==> config.mk <==
export PLATFORM = sky130hd
export DESIGN_NAME = two_axis_stepper_sequencer
export DESIGN_NICKNAME = d
export VERILOG_FILES = /design/src/sv/tass_pkg.sv /design/src/sv/two_axis_stepper_sequencer.sv
export VERILOG_INCLUDE_DIRS = /design/src /design/src/sv
export SDC_FILE = /design/constraint.sdc
export NUM_CORES = 1
export LEC_CHECK = 0
export BUFFER_PORTS_ARGS = -buffer_cell sky130_fd_sc_hd__buf_2
export CORE_ASPECT_RATIO = 2
export CORE_UTILIZATION = 55
export DETAILED_ROUTE_END_ITERATION = 8
export GPL_ROUTABILITY_DRIVEN = 0
export GPL_TIMING_DRIVEN = 0
export HOLD_SLACK_MARGIN = 0.06
export PLACE_DENSITY = 0.73
export SLEW_MARGIN = 10
export SYNTH_ARGS = -nofsm -noshare
export SYNTH_HDL_FRONTEND = slang
export SYNTH_SLANG_ARGS = --single-unit
==> constraint.sdc <==
create_clock -name clk -period 6.5 [get_ports clk]
set_input_delay 0.325 -clock clk [delete_from_list [all_inputs] [get_ports clk]]
set_output_delay 0.325 -clock clk [all_outputs]
set_load 0.05 [all_outputs]
==> src/sv/assert_macros.svh <==
// Assertion macros shared by the RTL files.
// Depends on a clock named clk and an active-high reset named rst in the using module.
`ifndef ASSERT_MACROS_SVH
`define ASSERT_MACROS_SVH

// Check a property at every rising clock edge outside reset.
`define ASSERT_CLK(label, prop, msg) \
  label: assert property (@(posedge clk) disable iff (rst) (prop)) else $error(msg);

// Check an implication in the next cycle, outside reset.
`define ASSERT_NEXT(label, ante, cons, msg) \
  label: assert property (@(posedge clk) disable iff (rst) (ante) |=> (cons)) else $error(msg);

`endif

==> src/sv/tass_pkg.sv <==
// Types, register indexes and coil phase tables for the two-axis stepper sequencer.
// No dependencies.
`timescale 1ns / 1ps
`default_nettype none

package tass_pkg;

  localparam int CFG_IDX_W  = 2;
  localparam int CFG_DATA_W = 16;
  localparam int POS_W      = 16;
  localparam int MOVE_W     = 16;
  localparam int COIL_W     = 4;
  localparam int DELAY_W    = 16;

  localparam logic [CFG_IDX_W-1:0] REG_STEP_DELAY = 2'd0;
  localparam logic [CFG_IDX_W-1:0] REG_FULL_STEP  = 2'd1;
  localparam logic [CFG_IDX_W-1:0] REG_STEPS_REV  = 2'd2;

  localparam logic [POS_W-1:0] STEPS_REV_RESET = 16'd200;

  typedef enum logic {
    CMD_TICK  = 1'b0,
    CMD_START = 1'b1
  } cmd_t;

  localparam logic [COIL_W-1:0] FULL_TAB [4] = '{4'd5, 4'd6, 4'd10, 4'd9};
  localparam logic [COIL_W-1:0] HALF_TAB [8] =
    '{4'd5, 4'd4, 4'd6, 4'd2, 4'd10, 4'd8, 4'd9, 4'd1};

  // Coil drive for a position phase in full or half step.
  function automatic logic [COIL_W-1:0] coil_pattern(input logic [2:0] phase,
                                                     input logic       full);
    if (full) begin
      return FULL_TAB[phase[1:0]];
    end
    return HALF_TAB[phase];
  endfunction

endpackage

`default_nettype wire

==> src/sv/two_axis_stepper_sequencer.sv <==
// Two-axis stepper sequencer top level: input register, step logic, result register.
// Depends on tass_pkg and assert_macros.svh.
`timescale 1ns / 1ps
`default_nettype none

// One input transfer yields exactly one result transfer, via the input register and
// then the result register. Unless the output side stalls, a transfer is taken every
// clock: the input register and the result register advance together, and all state
// updates for a tick or a start are one short compare-and-count pass between them, so
// throughput is one item per clock. s_tuser selects tick (0) or start (1); a start
// carries signed x and y step counts in s_tdata. Each result gives both coil patterns,
// the busy flag and the reject flag for a start that came while a move was running.
// Write configuration only while no item is in flight.
`include "assert_macros.svh"

module two_axis_stepper_sequencer
  import tass_pkg::*;
#(
  parameter int COUNT_BITS = 16
) (
  input  wire                  clk,
  input  wire                  rst,
  input  wire                  cfg_we,
  input  wire [CFG_IDX_W-1:0]  cfg_index,
  input  wire [CFG_DATA_W-1:0] cfg_data,
  input  wire                  s_tvalid,
  output logic                 s_tready,
  input  wire [31:0]           s_tdata,   // x_move[15:0], y_move[31:16]
  input  wire                  s_tuser,   // command
  output logic                 m_tvalid,
  input  wire                  m_tready,
  output logic [15:0]          m_tdata    // coils_x[3:0], coils_y[7:4], busy_res[8],
                                          // rejected[9], zero[15:10]
);

  localparam int MAG_W = (COUNT_BITS > 17) ? COUNT_BITS : 17;
  localparam int CMP_W = (COUNT_BITS > DELAY_W) ? COUNT_BITS : DELAY_W;
  localparam logic [MAG_W-1:0] CNT_MAX_M = MAG_W'({COUNT_BITS{1'b1}});

  // configuration
  logic [DELAY_W-1:0] step_delay_ticks;
  logic               full_step_mode;
  logic [POS_W-1:0]   steps_per_rev;

  // input register
  logic               in_valid;
  cmd_t               in_cmd;
  logic [MOVE_W-1:0]  in_x;
  logic [MOVE_W-1:0]  in_y;

  // sequencer state
  logic [POS_W-1:0]      x_position, x_position_next;
  logic [POS_W-1:0]      y_position, y_position_next;
  logic [COUNT_BITS-1:0] x_remaining, x_remaining_next;
  logic [COUNT_BITS-1:0] y_remaining, y_remaining_next;
  logic                  x_forward, x_forward_next;
  logic                  y_forward, y_forward_next;
  logic                  last_was_x, last_was_x_next;
  logic [COUNT_BITS-1:0] elapsed_ticks, elapsed_ticks_next;
  logic [COIL_W-1:0]     x_coil_latch, x_coil_latch_next;
  logic [COIL_W-1:0]     y_coil_latch, y_coil_latch_next;
  logic                  rej_next;

  // result register
  logic [COIL_W-1:0]     res_coils_x;
  logic [COIL_W-1:0]     res_coils_y;
  logic                  res_busy;
  logic                  res_rejected;

  logic                  adv;
  logic                  busy;
  logic [16:0]           modulus;
  logic [COUNT_BITS-1:0] elapsed_inc;
  logic                  step_x;
  logic [POS_W-1:0]      x_pos_step;
  logic [POS_W-1:0]      y_pos_step;

  function automatic logic [COUNT_BITS-1:0] magnitude(input logic [MOVE_W-1:0] v);
    logic [16:0]      mag;
    logic [MAG_W-1:0] mag_w;
    mag   = v[MOVE_W-1] ? (17'h10000 - {1'b0, v}) : {1'b0, v};
    mag_w = MAG_W'(mag);
    if (mag_w > CNT_MAX_M) begin
      mag_w = CNT_MAX_M;
    end
    return COUNT_BITS'(mag_w);
  endfunction

  function automatic logic [POS_W-1:0] pos_step(input logic [POS_W-1:0] pos,
                                                input logic             fwd,
                                                input logic [16:0]      m);
    logic [16:0] n;
    logic [16:0] r;
    n = {1'b0, pos} + 17'd1;
    if (fwd) begin
      r = (n >= m) ? 17'd0 : n;
    end else if (pos == '0 || {1'b0, pos} >= m) begin
      r = m - 17'd1;
    end else begin
      r = {1'b0, pos} - 17'd1;
    end
    return r[POS_W-1:0];
  endfunction

  assign adv      = in_valid && (!m_tvalid || m_tready);
  assign s_tready = !in_valid || adv;

  assign busy        = (x_remaining != '0) || (y_remaining != '0);
  assign modulus     = (steps_per_rev == '0) ? 17'h10000 : {1'b0, steps_per_rev};
  assign elapsed_inc = (elapsed_ticks != '1) ? elapsed_ticks + 1'b1 : elapsed_ticks;
  assign step_x      = (x_remaining != '0) && (!last_was_x || y_remaining == '0);
  assign x_pos_step  = pos_step(x_position, x_forward, modulus);
  assign y_pos_step  = pos_step(y_position, y_forward, modulus);

  always_comb begin
    x_position_next    = x_position;
    y_position_next    = y_position;
    x_remaining_next   = x_remaining;
    y_remaining_next   = y_remaining;
    x_forward_next     = x_forward;
    y_forward_next     = y_forward;
    last_was_x_next    = last_was_x;
    elapsed_ticks_next = elapsed_ticks;
    x_coil_latch_next  = x_coil_latch;
    y_coil_latch_next  = y_coil_latch;
    rej_next           = 1'b0;
    if (in_cmd == CMD_START) begin
      if (busy) begin
        rej_next = 1'b1;
      end else begin
        x_remaining_next = magnitude(in_x);
        y_remaining_next = magnitude(in_y);
        if (in_x != '0) begin
          x_forward_next = !in_x[MOVE_W-1];
        end
        if (in_y != '0) begin
          y_forward_next = !in_y[MOVE_W-1];
        end
        last_was_x_next = 1'b0;
      end
    end else begin
      elapsed_ticks_next = elapsed_inc;
      if (busy && CMP_W'(elapsed_inc) >= CMP_W'(step_delay_ticks)) begin
        elapsed_ticks_next = '0;
        if (step_x) begin
          last_was_x_next   = 1'b1;
          x_position_next   = x_pos_step;
          x_remaining_next  = x_remaining - 1'b1;
          x_coil_latch_next = coil_pattern(x_pos_step[2:0], full_step_mode);
        end else begin
          last_was_x_next   = 1'b0;
          y_position_next   = y_pos_step;
          y_remaining_next  = y_remaining - 1'b1;
          y_coil_latch_next = coil_pattern(y_pos_step[2:0], full_step_mode);
        end
        if (x_remaining_next == '0) begin
          x_coil_latch_next = '0;
        end
        if (y_remaining_next == '0) begin
          y_coil_latch_next = '0;
        end
      end
    end
  end

  always_ff @(posedge clk) begin
    if (rst) begin
      step_delay_ticks <= '0;
      full_step_mode   <= 1'b1;
      steps_per_rev    <= STEPS_REV_RESET;
    end else if (cfg_we) begin
      case (cfg_index)
        REG_STEP_DELAY: step_delay_ticks <= cfg_data;
        REG_FULL_STEP:  full_step_mode   <= cfg_data[0];
        REG_STEPS_REV:  steps_per_rev    <= cfg_data;
        default: ;
      endcase
    end
  end

  always_ff @(posedge clk) begin
    if (rst) begin
      in_valid <= 1'b0;
    end else if (s_tready) begin
      in_valid <= s_tvalid;
    end
    if (s_tready && s_tvalid) begin
      in_cmd <= cmd_t'(s_tuser);
      in_x   <= s_tdata[15:0];
      in_y   <= s_tdata[31:16];
    end
  end

  always_ff @(posedge clk) begin
    if (rst) begin
      x_position    <= '0;
      y_position    <= '0;
      x_remaining   <= '0;
      y_remaining   <= '0;
      x_forward     <= 1'b0;
      y_forward     <= 1'b0;
      last_was_x    <= 1'b0;
      elapsed_ticks <= '0;
      x_coil_latch  <= '0;
      y_coil_latch  <= '0;
      m_tvalid      <= 1'b0;
    end else begin
      if (adv) begin
        x_position    <= x_position_next;
        y_position    <= y_position_next;
        x_remaining   <= x_remaining_next;
        y_remaining   <= y_remaining_next;
        x_forward     <= x_forward_next;
        y_forward     <= y_forward_next;
        last_was_x    <= last_was_x_next;
        elapsed_ticks <= elapsed_ticks_next;
        x_coil_latch  <= x_coil_latch_next;
        y_coil_latch  <= y_coil_latch_next;
        m_tvalid      <= 1'b1;
      end else if (m_tready) begin
        m_tvalid <= 1'b0;
      end
    end
  end

  always_ff @(posedge clk) begin
    if (adv) begin
      res_coils_x  <= x_coil_latch_next;
      res_coils_y  <= y_coil_latch_next;
      res_busy     <= (x_remaining_next != '0) || (y_remaining_next != '0);
      res_rejected <= rej_next;
    end
  end

  assign m_tdata = {6'd0, res_rejected, res_busy, res_coils_y, res_coils_x};

  `ASSERT_CLK(a_rej_busy, !(m_tvalid && res_rejected) || res_busy,
              "rejected result without busy")
  `ASSERT_CLK(a_idle_coils_off, !(m_tvalid && !res_busy) ||
              (res_coils_x == '0 && res_coils_y == '0), "coils on while idle")
  `ASSERT_CLK(a_x_done_off, x_remaining != '0 || x_coil_latch == '0,
              "x coils on with no steps left")
  `ASSERT_CLK(a_y_done_off, y_remaining != '0 || y_coil_latch == '0,
              "y coils on with no steps left")
  `ASSERT_NEXT(a_hold_input, in_valid && !adv, in_valid, "input item dropped while stalled")

endmodule

`default_nettype wire
==> results.txt <==
The later-pin clock latency in the skew report is 0.47 ns. The post-route total power came out at 0.003344 W. Counting cells, the worst reg-to-reg path comes to 22. The internal power component came out at 0.002101 W. The highest routed metal layer is met4. Of the available clock period, the critical path in the final layout requires 0.9648.

The post-route antenna net violation count came out at 0. In this run the number of H-tree levels came out at 4. The final setup violation count is 0. The length of routed met2 wiring is 24.00 mm. The type of origin of the critical path is a register. The simple logic cell fraction of the synthesized area came out at 0.2417. By startpoint and endpoint, the worst setup path is classified as reg2reg. The number of placed instances, taps included came out at 1976. The iteration-0 DRC count of the detailed router is ~1400. The worst endpoint required time is 6.75 ns. The total of flip-flops plus latches after synthesis came out at 169. The proportion of total power due to net switching came out at 0.3719. The worst setup path is captured at a register. The share of layout cells above drive strength 1 came out at 0.09153. The routed via count is 13720. The pre-antenna-repair detailed-routing pass consisted of 6 iterations. The compound-gate portion of the synthesized area is 0.2214. CTS saw 169 sinks. The detailed-placement wirelength estimate came out at 36.81 mm. Leaving out fill and tap cells, the most frequent cells in the layout are sky130_fd_sc_hd__nand2_1, sky130_fd_sc_hd__nor2_1, sky130_fd_sc_hd__dfxtp_1. Based on the critical path, the design can be clocked at up to 0.1595 GHz. The utilization after layout came out at 0.6338.

In the routed layout, each cell is associated on average with a via count of between 6 and 7. The prevailing post-synth register cell is sky130_fd_sc_hd__dfxtp_1. The final number of max-transition violations is 0. The met1 routed wirelength after detailed routing came out at 14.80 mm. The slew at the pin closest to its max-slew limit is between 1 and 1.5 ns. The number of standard cells in the final layout excluding fillers came out at ~2000. The worst-case IR drop observed on VDD is 0.2330 mV.

The worst setup skew after layout is 0.01197 ns. The area of the mapped netlist is about 0.013 sq mm. The area of the die is 0.02434 sq mm.

Data arrives at the worst endpoint at 6.52 ns. Clock-pin slew was measured on the worst setup and hold paths at roughly 0.070 ns. Max-cap violations in this run came to 0. The pin count of the biggest net entering global routing is 34.

The share of power burned in combinational logic is 0.328. The core outline area is between 0.02 and 0.025 sq mm. The minimum clock period came out at between 6 and 7 ns.

The class of the worst hold path is in2reg. The final routed wirelength across all metal layers is 48.83 mm. The y dimension of the die came out at between 200 and 250 um. The commonest non-fill, non-tap cell in the layout is sky130_fd_sc_hd__nand2_1. The tightest hold path in the finished design has a slack of 0.09393 ns. The final hold violation count was 0. TritonCTS built the clock tree. The number of antenna violations at the first check in global routing came to 1. The adder-cell area share of the yosys netlist is 0.09413.

Pin placement for this block handled 74 I/O pins. After synthesis, the share of cell area in mux cells is 0.01767. The sequential share of the synthesized area is 0.2928. The total routing usage reported by global routing came out at 0.4128.

The number of buffers inserted during clock tree synthesis came out at 17. The average routed wire per standard cell is 23.91 um. The headroom to the max-slew limit came out at 0.1702. After synthesis, the largest family of logic cells by area is simple AND/OR/NAND/NOR gates. The wire length of the first global-routing pass came out at 75.96 mm. The number of cells traversed by the worst hold path came out at 3. The sum of negative setup slack is 0 ns. The share of the synthesized area in the top cell type is 0.1936. The die is 110.8 um wide.

The relative area change from synthesis to final layout is 13.01%. The fraction of synthesized cell area in xor and xnor cells is 0.07463. The run finished with clean final reports.

The total congestion overflow is 0. In this run the worst path has a maximum fanout of 10. The number of enable-type register cells in the synthesized netlist came out at 43. After the last flow step, the layout net total stands at between 1500 and 2000. Synthesis handed over a netlist of 1622 instances. Clock tree synthesis selected as its root buffer the cell sky130_fd_sc_hd__clkbuf_16.

Counting flops with an async set or reset pin after synthesis yields a share of 0. The worst reg-to-reg setup slack came out at 0.23 ns. Of the total power, registers draw 0.352.

For this configuration, the core starts out at a cell density of 0.5608. The filler cell count is 2072. The ratio of total power to cell area came out at roughly 230 mW/mm^2.

The total of buffers placed on input and output ports came out at 66. In this run the mean area of a mapped cell was between 8 and 9 sq um. The number of global-route vias before repair came to 13830. The warning count from the yosys run came out at 0.

The leakage power summed over all cells is between 5 and 6 nW. The number of cell rows is 79. The deepest clock path buffer count is 2. Ranked by total cell area, the synthesized netlist is headed by sky130_fd_sc_hd__dfxtp_1, sky130_fd_sc_hd__edfxtp_1, sky130_fd_sc_hd__ha_1, sky130_fd_sc_hd__xnor2_1, sky130_fd_sc_hd__nand2_1.

The remaining design rule violation count came out at 0. Summed over all nets, the switching power comes to 0.001244 W. The antenna diode count is 0. Wire segments on met3 add up to 3.800 mm in the final route. The biggest area contributor in the post-synthesis netlist is sky130_fd_sc_hd__dfxtp_1. Synthesis instantiated 88 different standard cells from the library. The share of total power dissipated in the clock network is 0.319.
## power groups by stage
| stage | Combinational (W) | Sequential [W] | Clock (W) |
|---|---|---|---|
| 5_1_grt | 0.00117 | 0.00118 | 0.00111 |
| 6_report | 0.00110 | 0.00118 | 0.00107 |
| 3_5_place_dp | 0.00101 | 0.00120 | 0 |
| 4_1_cts | 0.00103 | 0.00117 | 0.00107 |
| 3_3_place_gp | 0.000994 | 0.00120 | 0 |
| 2_1_floorplan | 0.000717 | 0.00119 | 0 |
## metal layers
metal  global-route usage  up-vias
met4               0.4516        0
met1               0.3600     6271
met3               0.1210      408
li1                     -     6207
met5                    0        -
met2               0.7186      838
## critical path, stage by stage (launching register included)
cell,delay [ns]
sky130_fd_sc_hd__dfxtp_1,0.46
sky130_fd_sc_hd__or4_1,0.64
sky130_fd_sc_hd__nor2_1,0.45
sky130_fd_sc_hd__and3_1,0.24
sky130_fd_sc_hd__clkbuf_1,0.27
sky130_fd_sc_hd__nor2_1,0.20
sky130_fd_sc_hd__ha_1,0.34
sky130_fd_sc_hd__nor2b_1,0.04
sky130_fd_sc_hd__o21ai_0,0.21
sky130_fd_sc_hd__a31oi_1,0.20
sky130_fd_sc_hd__nor4_1,0.29
sky130_fd_sc_hd__o311a_1,0.33
sky130_fd_sc_hd__or2_2,0.16
sky130_fd_sc_hd__clkbuf_1,0.52
sky130_fd_sc_hd__mux2i_1,0.17
sky130_fd_sc_hd__a21oi_1,0.31
sky130_fd_sc_hd__inv_1,0.08
sky130_fd_sc_hd__ha_1,0.27
sky130_fd_sc_hd__nand2b_1,0.17
sky130_fd_sc_hd__o41ai_1,0.09
sky130_fd_sc_hd__a31oi_1,0.16
sky130_fd_sc_hd__o21ai_0,0.14
sky130_fd_sc_hd__o21ai_0,0.33
## synth_stat cells (28+ instances only)
cell type	n
sky130_fd_sc_hd__nor2_1	153
sky130_fd_sc_hd__o21ai_0	82
sky130_fd_sc_hd__xnor2_1	72
sky130_fd_sc_hd__dfxtp_1	126
sky130_fd_sc_hd__inv_1	74
sky130_fd_sc_hd__nand2_1	162
sky130_fd_sc_hd__ha_1	98
sky130_fd_sc_hd__xor2_1	39
sky130_fd_sc_hd__a21oi_1	92
sky130_fd_sc_hd__nand3_1	38
sky130_fd_sc_hd__or3_1	28
sky130_fd_sc_hd__nor3_1	48
sky130_fd_sc_hd__clkbuf_1	87
sky130_fd_sc_hd__a211oi_1	39
sky130_fd_sc_hd__edfxtp_1	43
## flip-flops by register name, indices dropped and copies added (netlist names), 4 cells and up
name	cells
in_x	16
y_coil_latch	4
x_position	16
steps_per_rev	16
y_position	16
x_remaining	16
x_coil_latch	4
elapsed_ticks	16
res_coils_y	4
res_coils_x	4
in_y	16
step_delay_ticks	16
y_remaining	16
## through the flow
step | setup WS, ns | cell area [sq um]
2_1_floorplan | 1.610 | 13050
3_3_place_gp | -0.4352 | 13730
3_5_place_dp | -0.3733 | 13730
4_1_cts | 0.1645 | 14670
5_1_grt | -0.002629 | 14720
6_report | 0.2286 | 14720
## final timing paths
kind,to,start
hold reg to reg,step_delay_ticks[11],step_delay_ticks[11]
hold / removal,in_valid,s_tvalid
setup / recovery,res_coils_y[1],steps_per_rev[2]
setup reg to reg,res_coils_y[1],steps_per_rev[2]
## logic make-up after synthesis
group	Yosys count
other	1
muxes	22
adders and majority gates	98
and+or+nand+nor	621
xor gates and xnor gates	111
AOI/OAI and AO/OA	416
DFF	169
buffers and inverters	184
## layout make-up
class | instances | area (sq um) | share of cell area
inverters | 74 | 277.8 | 0.01887
multi-input cells | 1274 | 8547 | 0.5806
well taps | 283 | 354.1 | 0.02405
flip-flops and latches | 169 | 3814 | 0.2591
repair buffers | 100 | 668.1 | 0.04539
clock buffers | 18 | 429.2 | 0.02915
plain buffers | 110 | 471.7 | 0.03204
clock inverters | 14 | 160.2 | 0.01088
## timing repair
action,in CTS,in global routing
setup endpoints to repair,1,5
pin swaps,0,1
buffers inserted,0,1
resized for setup,4,8
hold buffers,33,0
hold endpoints to repair,33,0
(Power assumes the default switching activity.)
